**config.mk**
```make
export PLATFORM = sky130hd
export DESIGN_NAME = fifo_queue_with_peek_and_index
export DESIGN_NICKNAME = d
export VERILOG_FILES = /design/src/rtl/fq_pkg.sv /design/src/rtl/fq_ram.sv /design/src/rtl/fifo_queue_with_peek_and_index.sv
export SDC_FILE = /design/constraint.sdc
export NUM_CORES = 1
export LEC_CHECK = 0
export BUFFER_PORTS_ARGS = -buffer_cell sky130_fd_sc_hd__buf_2
export CORE_MARGIN = 1
export CORE_UTILIZATION = 33
export CTS_BUF_LIST = sky130_fd_sc_hd__clkbuf_8 sky130_fd_sc_hd__clkbuf_16
export DETAILED_ROUTE_END_ITERATION = 6
export HOLD_SLACK_MARGIN = 0.02
export PLACE_DENSITY_LB_ADDON = 0.2
export SLEW_MARGIN = 0
export SYNTH_ARGS = -nofsm -noshare
export SYNTH_HDL_FRONTEND = slang
export SYNTH_SLANG_ARGS = --single-unit
```
**constraint.sdc**
```tcl
create_clock -name clk_i -period 4.89 [get_ports clk_i]
set_input_delay 0.7335 -clock clk_i [delete_from_list [all_inputs] [get_ports clk_i]]
set_output_delay 0.7335 -clock clk_i [all_outputs]
set_load 0.05 [all_outputs]
```
**src/rtl/fq_pkg.sv**
```systemverilog
`timescale 1ns / 1ps
`default_nettype none

package fq_pkg;

  localparam int OP_W   = 3;
  localparam int VAL_W  = 32;
  localparam int POS_W  = 4;

  typedef enum logic [OP_W-1:0] {
    OP_ENQUEUE    = 3'd0,
    OP_DEQUEUE    = 3'd1,
    OP_PEEK_FRONT = 3'd2,
    OP_PEEK_REAR  = 3'd3,
    OP_READ_AT    = 3'd4
  } op_e;

  typedef enum logic [1:0] {
    ST_OK    = 2'd0,
    ST_EMPTY = 2'd1,
    ST_RANGE = 2'd2,
    ST_FULL  = 2'd3
  } status_e;

endpackage

`default_nettype wire

```
**src/rtl/fq_ram.sv**
```systemverilog
`timescale 1ns / 1ps
`default_nettype none

module fq_ram #(
  parameter int WIDTH = 32,
  parameter int DEPTH = 16
) (
  input  wire logic                     clk_i,
  input  wire logic                     we_i,
  input  wire logic [$clog2(DEPTH)-1:0] waddr_i,
  input  wire logic [WIDTH-1:0]         wdata_i,
  input  wire logic                     re_i,
  input  wire logic [$clog2(DEPTH)-1:0] raddr_i,
  output logic      [WIDTH-1:0]         rdata_o
);

  logic [WIDTH-1:0] mem_q [DEPTH];

  always_ff @(posedge clk_i) begin
    if (we_i) begin
      mem_q[waddr_i] <= wdata_i;
    end
    if (re_i) begin
      rdata_o <= mem_q[raddr_i];
    end
  end

endmodule

`default_nettype wire

```
**src/rtl/fifo_queue_with_peek_and_index.sv**
```systemverilog
// Channel  | Direction | Handshake            | Payload
// ---------+-----------+----------------------+---------------------------------
// request  | in        | in_valid_i/in_stall_o | operation_i, value_i, position_i
// result   | out       | out_valid_o/out_stall_i | data_out_o, status_o, occupancy_o
//
// One transaction per cycle is sustained while out_stall_i is low; a result is
// valid once its request has passed the read stage (entry RAM read and status load
// at the accepting edge) and then the output register.
// Pointers and count update at acceptance, so a read right after an enqueue
// sees the new word through the RAM without forwarding.
// Reset clears head, tail and count; the entry RAM is not cleared.
// A stalled result holds the read stage; requests stall once both are full.
`timescale 1ns / 1ps
`default_nettype none

module fifo_queue_with_peek_and_index #(
  parameter int DEPTH      = 16,
  parameter int DATA_WIDTH = 32
) (
  input  wire logic                               clk_i,
  input  wire logic                               rst_ni,
  input  wire logic                               in_valid_i,
  output logic                                    in_stall_o,
  input  wire logic [fq_pkg::OP_W-1:0]            operation_i,
  input  wire logic signed [fq_pkg::VAL_W-1:0]    value_i,
  input  wire logic [fq_pkg::POS_W-1:0]           position_i,
  output logic                                    out_valid_o,
  input  wire logic                               out_stall_i,
  output logic signed [fq_pkg::VAL_W-1:0]         data_out_o,
  output fq_pkg::status_e                         status_o,
  output logic [$clog2(DEPTH+1)-1:0]              occupancy_o
);

  import fq_pkg::*;

  localparam int AW    = $clog2(DEPTH);
  localparam int CW    = $clog2(DEPTH + 1);
  localparam int SW    = ((AW > POS_W) ? AW : POS_W) + 1;
  localparam int CMP_W = (CW > POS_W) ? CW : POS_W;

  logic [AW-1:0] head_q, head_d;
  logic [AW-1:0] tail_q, tail_d;
  logic [CW-1:0] cnt_q, cnt_d;

  // read stage
  logic          s1_valid_q;
  logic          s1_rd_q;
  status_e       s1_status_q;
  logic [CW-1:0] s1_occ_q;

  // output register
  logic                    out_valid_q;
  logic signed [VAL_W-1:0] out_data_q;
  status_e                 out_status_q;
  logic [CW-1:0]           out_occ_q;

  logic          accept;
  logic          s1_adv;
  status_e       status_d;
  logic          rd_en;
  logic [AW-1:0] raddr;
  logic          we;
  logic [AW-1:0] head_inc, tail_inc, rear_addr, at_addr;
  logic [SW-1:0] at_sum;

  logic signed [DATA_WIDTH-1:0] rdata;
  logic signed [DATA_WIDTH-1:0] wdata;

  assign s1_adv     = s1_valid_q && (!out_valid_q || !out_stall_i);
  assign in_stall_o = s1_valid_q && !s1_adv;
  assign accept     = in_valid_i && !in_stall_o;

  assign head_inc  = (head_q == AW'(DEPTH - 1)) ? '0 : head_q + AW'(1);
  assign tail_inc  = (tail_q == AW'(DEPTH - 1)) ? '0 : tail_q + AW'(1);
  assign rear_addr = (tail_q == '0) ? AW'(DEPTH - 1) : tail_q - AW'(1);

  // head + position stays below 2*DEPTH whenever position is in range
  assign at_sum  = SW'(head_q) + SW'(position_i);
  assign at_addr = (at_sum >= SW'(DEPTH)) ? AW'(at_sum - SW'(DEPTH)) : AW'(at_sum);

  assign wdata = DATA_WIDTH'(value_i);

  always_comb begin
    head_d   = head_q;
    tail_d   = tail_q;
    cnt_d    = cnt_q;
    status_d = ST_OK;
    rd_en    = 1'b0;
    raddr    = head_q;
    we       = 1'b0;
    case (op_e'(operation_i))
      OP_ENQUEUE: begin
        if (cnt_q == CW'(DEPTH)) begin
          status_d = ST_FULL;
        end else begin
          we     = 1'b1;
          tail_d = tail_inc;
          cnt_d  = cnt_q + CW'(1);
        end
      end
      OP_DEQUEUE: begin
        if (cnt_q == '0) begin
          status_d = ST_EMPTY;
        end else begin
          rd_en  = 1'b1;
          head_d = head_inc;
          cnt_d  = cnt_q - CW'(1);
        end
      end
      OP_PEEK_FRONT: begin
        if (cnt_q == '0) begin
          status_d = ST_EMPTY;
        end else begin
          rd_en = 1'b1;
        end
      end
      OP_PEEK_REAR: begin
        if (cnt_q == '0) begin
          status_d = ST_EMPTY;
        end else begin
          rd_en = 1'b1;
          raddr = rear_addr;
        end
      end
      OP_READ_AT: begin
        if (cnt_q == '0) begin
          status_d = ST_EMPTY;
        end else if (CMP_W'(position_i) >= CMP_W'(cnt_q)) begin
          status_d = ST_RANGE;
        end else begin
          rd_en = 1'b1;
          raddr = at_addr;
        end
      end
      default: begin
      end
    endcase
  end

  fq_ram #(
    .WIDTH (DATA_WIDTH),
    .DEPTH (DEPTH)
  ) u_ram (
    .clk_i   (clk_i),
    .we_i    (accept && we),
    .waddr_i (tail_q),
    .wdata_i (wdata),
    .re_i    (accept && rd_en),
    .raddr_i (raddr),
    .rdata_o (rdata)
  );

  always_ff @(posedge clk_i or negedge rst_ni) begin
    if (!rst_ni) begin
      head_q      <= '0;
      tail_q      <= '0;
      cnt_q       <= '0;
      s1_valid_q  <= 1'b0;
      out_valid_q <= 1'b0;
    end else begin
      if (accept) begin
        head_q <= head_d;
        tail_q <= tail_d;
        cnt_q  <= cnt_d;
      end
      if (accept) begin
        s1_valid_q <= 1'b1;
      end else if (s1_adv) begin
        s1_valid_q <= 1'b0;
      end
      if (s1_adv) begin
        out_valid_q <= 1'b1;
      end else if (!out_stall_i) begin
        out_valid_q <= 1'b0;
      end
    end
  end

  always_ff @(posedge clk_i) begin
    if (accept) begin
      s1_rd_q     <= rd_en;
      s1_status_q <= status_d;
      s1_occ_q    <= cnt_d;
    end
    if (s1_adv) begin
      out_data_q   <= s1_rd_q ? VAL_W'(rdata) : '0;
      out_status_q <= s1_status_q;
      out_occ_q    <= s1_occ_q;
    end
  end

  assign out_valid_o = out_valid_q;
  assign data_out_o  = out_data_q;
  assign status_o    = out_status_q;
  assign occupancy_o = out_occ_q;

endmodule

`default_nettype wire

```
==> reports/qor.csv <==
stage;metric;value;unit
power;p_int;10.9;mW
logic_synthesis;yosysSeqAreaShare;76.7;%
global_routing;grt_pass1_vias;12300;
timing;hold_viol_final;0;
logic_synthesis;synthArstFlopShare;2.48;%
timing;layout_min_cycle_time;4.26;ns
global_routing;grt_pass1_wl;83.1;mm
logic_synthesis;synth_top_area_share;75.1;%
clock_tree;cts_setup_buffers;0;
logic_synthesis;ys_seq_elements;606;
power;netSwitchingFraction;29.5;%
clock_tree;cts_tree;built;
logic_synthesis;synth-edff-count;591;
power;power.leakage;9.91;nW
worst_hold_path;hold_path.class;in2async;
status;status;finished, final reports clean;
logic_synthesis;ys_types;61;
clock_tree;cts_sinks;606;
cells_and_area;fillerInstances;6347;
power;seqPwrFrac;40.6;%
run;maxCapViolCount;0;
clock_tree;clock_latency;0.60;ns
logic_synthesis;syn_area;23600;um2
timing;fin_tns_setup;0;ns
place;place_hpwl;30.9;mm
setup_path;r2r_start;cnt_q[1];
timing;period_share;87.1;%
setup_path;required;5.21;ns
global_routing;grt_max_degree;52;
detailed_routing;dr.pass1.iters;5;
timing;worst_slew_pin_slew;0.911;ns
cells_and_area;area_growth;17.5;%
place;globalplace.congestion;0.794;
die;start_util;33.5;%
detailed_routing;wire_per_inst;23.3;um
clock_tree;clockRootBuffer;clkbuf_16;
detailed_routing;drc_errors;0;
cells_and_area;final_cell_mix;591 x edfxtp_1, 256 x mux2i_1, 130 x o22ai_1;
logic_synthesis;synth_fp_nets;1384;
setup_path;endpoint_kind;register;
global_routing;grt.total_usage;15.5;%
power;peakVddDrop;0.336;mV
place;numPortBuffers;83;
logic_synthesis;synth_top_flop_cell;edfxtp_1;
detailed_routing;vias;12200;
clock_tree;clk_pin_slew;0.06;ns
logic_synthesis;yosysTopAreaCell;edfxtp_1;
logic_synthesis;yosysWarnings;0;
global_routing;use_met3;2.69;%
clock_tree;ctsResizeCount;0;
clock_tree;cts_max_level;3;
cells_and_area;final_cell_area;27800;um2
power;pwr-share-comb;25.6;%
clock_tree;numCtsBuffers;67;
timing;fmax;0.235;GHz
timing;final-setup-viol-count;0;
setup_path;cp.arrival;4.58;ns
detailed_routing;viasPerCell;4.97;
timing;fin_skew;0.0230;ns
timing;slew_headroom;39.1;%
cells_and_area;nets;1514;
cells_and_area;mostFrequentLayoutCell;edfxtp_1;
logic_synthesis;synth_area_leaders;edfxtp_1 75%, mux2i_1 11%, o22ai_1 3.4%;
die;core;70500;um2
die;die_area;72700;um2
clock_tree;clockBufferDepth;3;
die;io_pins;84;
timing;drv_slew;0;
logic_synthesis;netlist_instances;1325;
global_routing;grt_use_met1;22.0;%
detailed_routing;drt_wl_total;57.1;mm
global_routing;grtUsageMet2;24.6;%
global_routing;antenna_found_initial;3;
setup_path;rrSetupSlack;0.63;ns
die;die_w;270;um
die;rows;97;
global_routing;grt.busiest_layer;met2;
detailed_routing;drt_iter0_drc;743;
power;p_clk_share;33.8;%
detailed_routing;postRouteAntennaNets;0;
cells_and_area;n_antenna_cell;0;
setup_path;reg2regPathDepth;11;
timing;rsz0062_at_grt;no;
setup_path;cp_max_fo;51;
die;fp.dieH;270;um
place;placed_area;25500;um2
setup_path;critical_path_class;reg2reg;
setup_path;start_kind;register;
power;power_density;555;nW/um2
power;power_switching;4.56;mW
clock_tree;postCtsHoldBufs;0;
cells_and_area;drive_above_1_share;18.2;%
logic_synthesis;avgSynthCellArea;17.8;um2
global_routing;grt.overflow.total;0;
setup_path;reg2reg_to;u_ram.rdata_o[14];
==> area by class of cell <==
class / instances / area [um2] / area share [%]
clock inverter: 53 / 543 / 1.95
sequential: 606 / 18100 / 65.2
multi-input combinational: 631 / 5190 / 18.7
clock buffer: 70 / 1750 / 6.30
inverter: 19 / 71.3 / 0.257
timing repair buffer: 130 / 931 / 3.35
tap: 940 / 1180 / 4.23
==> logic make-up (layout without fill, tap and decap cells) <==
group | Yosys count | count (layout) | synth area share, %
compound gates | 187 | 187 | 5.14
flops | 606 | 606 | 76.7
buf+inv | 88 | 272 | 2.06
simple gates | 162 | 162 | 4.01
mux | 259 | 259 | 11.0
fa+ha+maj | 16 | 16 | 0.879
xor+xnor | 7 | 7 | 0.259
==> how the worst max path moves through the flow <==
stage	startpoint	to	slack, ns	depth (start not counted)
floorplan	operation_i[2]	u_ram.mem_q[3][0]	0.03	6
global placement	position_i[2]	u_ram.rdata_o[21]	0.74	11
detailed placement	position_i[2]	u_ram.rdata_o[14]	0.68	11
CTS	cnt_q[1]	u_ram.rdata_o[14]	0.68	11
global route	cnt_q[1]	u_ram.rdata_o[5]	0.43	11
finish	cnt_q[1]	u_ram.rdata_o[14]	0.63	11
==> stage by stage <==
step	cells	util, %	hold WS [ns]	setup WS [ns]	power [mW]
finish	2449	39.4	0.0780	0.629	15.4
detailed placement	2326	36.1	0.408	0.676	10.4
global placement	2326	36.1	0.404	0.741	10.3
floorplan	1325	-	0.400	0.0267	9.19
CTS	2449	39.4	0.0645	0.676	15.6
global route	2449	39.4	0.0838	0.431	16.1
==> synthesized netlist by cell type, types with 11 or more instances <==
library cell / n
ha_1: 15
dfrtp_1: 15
inv_1: 18
nand2_1: 29
o22ai_1: 130
o21ai_0: 17
buf_2: 39
a21oi_1: 13
and2_1: 33
nand3_1: 13
mux2i_1: 256
edfxtp_1: 591
or4_1: 32
nor2_1: 22
clkbuf_1: 11
==> critical path, stage by stage, from the launching register on <==
cell      delay [ns]
dfrtp_1         0.44
inv_1           0.17
ha_1            0.25
or4b_4          0.57
nand4b_2        0.16
mux2_1          0.37
a311oi_4        0.34
buf_12          0.31
buf_12          0.37
mux2i_1         0.28
o22ai_1         0.11
or4_1           0.53
==> metal layers <==
metal / vias up / routed length (um)
met4: 2 / 901
met2: 238 / 26900
met3: 69 / 2230
met5: - / 13
met1: 6279 / 27000
li1: 5572 / -
==> power by group through the flow <==
stage,logic (mW),clock network [mW],registers [mW]
3_3_place_gp,3.98,0,6.37
3_5_place_dp,4.01,0,6.37
4_1_cts,4.02,5.34,6.26
5_1_grt,4.26,5.53,6.29
2_1_floorplan,2.76,0,6.43
6_report,3.95,5.21,6.26
==> sequential cells by signal, summed over array words and instances, names as in the netlist <==
signal	cells
cnt_q	5
data_out_o	32
head_q	4
occupancy_o	5
out_valid_o	1
s1_occ_q	5
s1_rd_q	1
s1_status_q	2
s1_valid_q	1
status_o	2
tail_q	4
u_ram.mem_q	512
u_ram.rdata_o	32
Note: power is estimated with default switching activity, not from simulation.
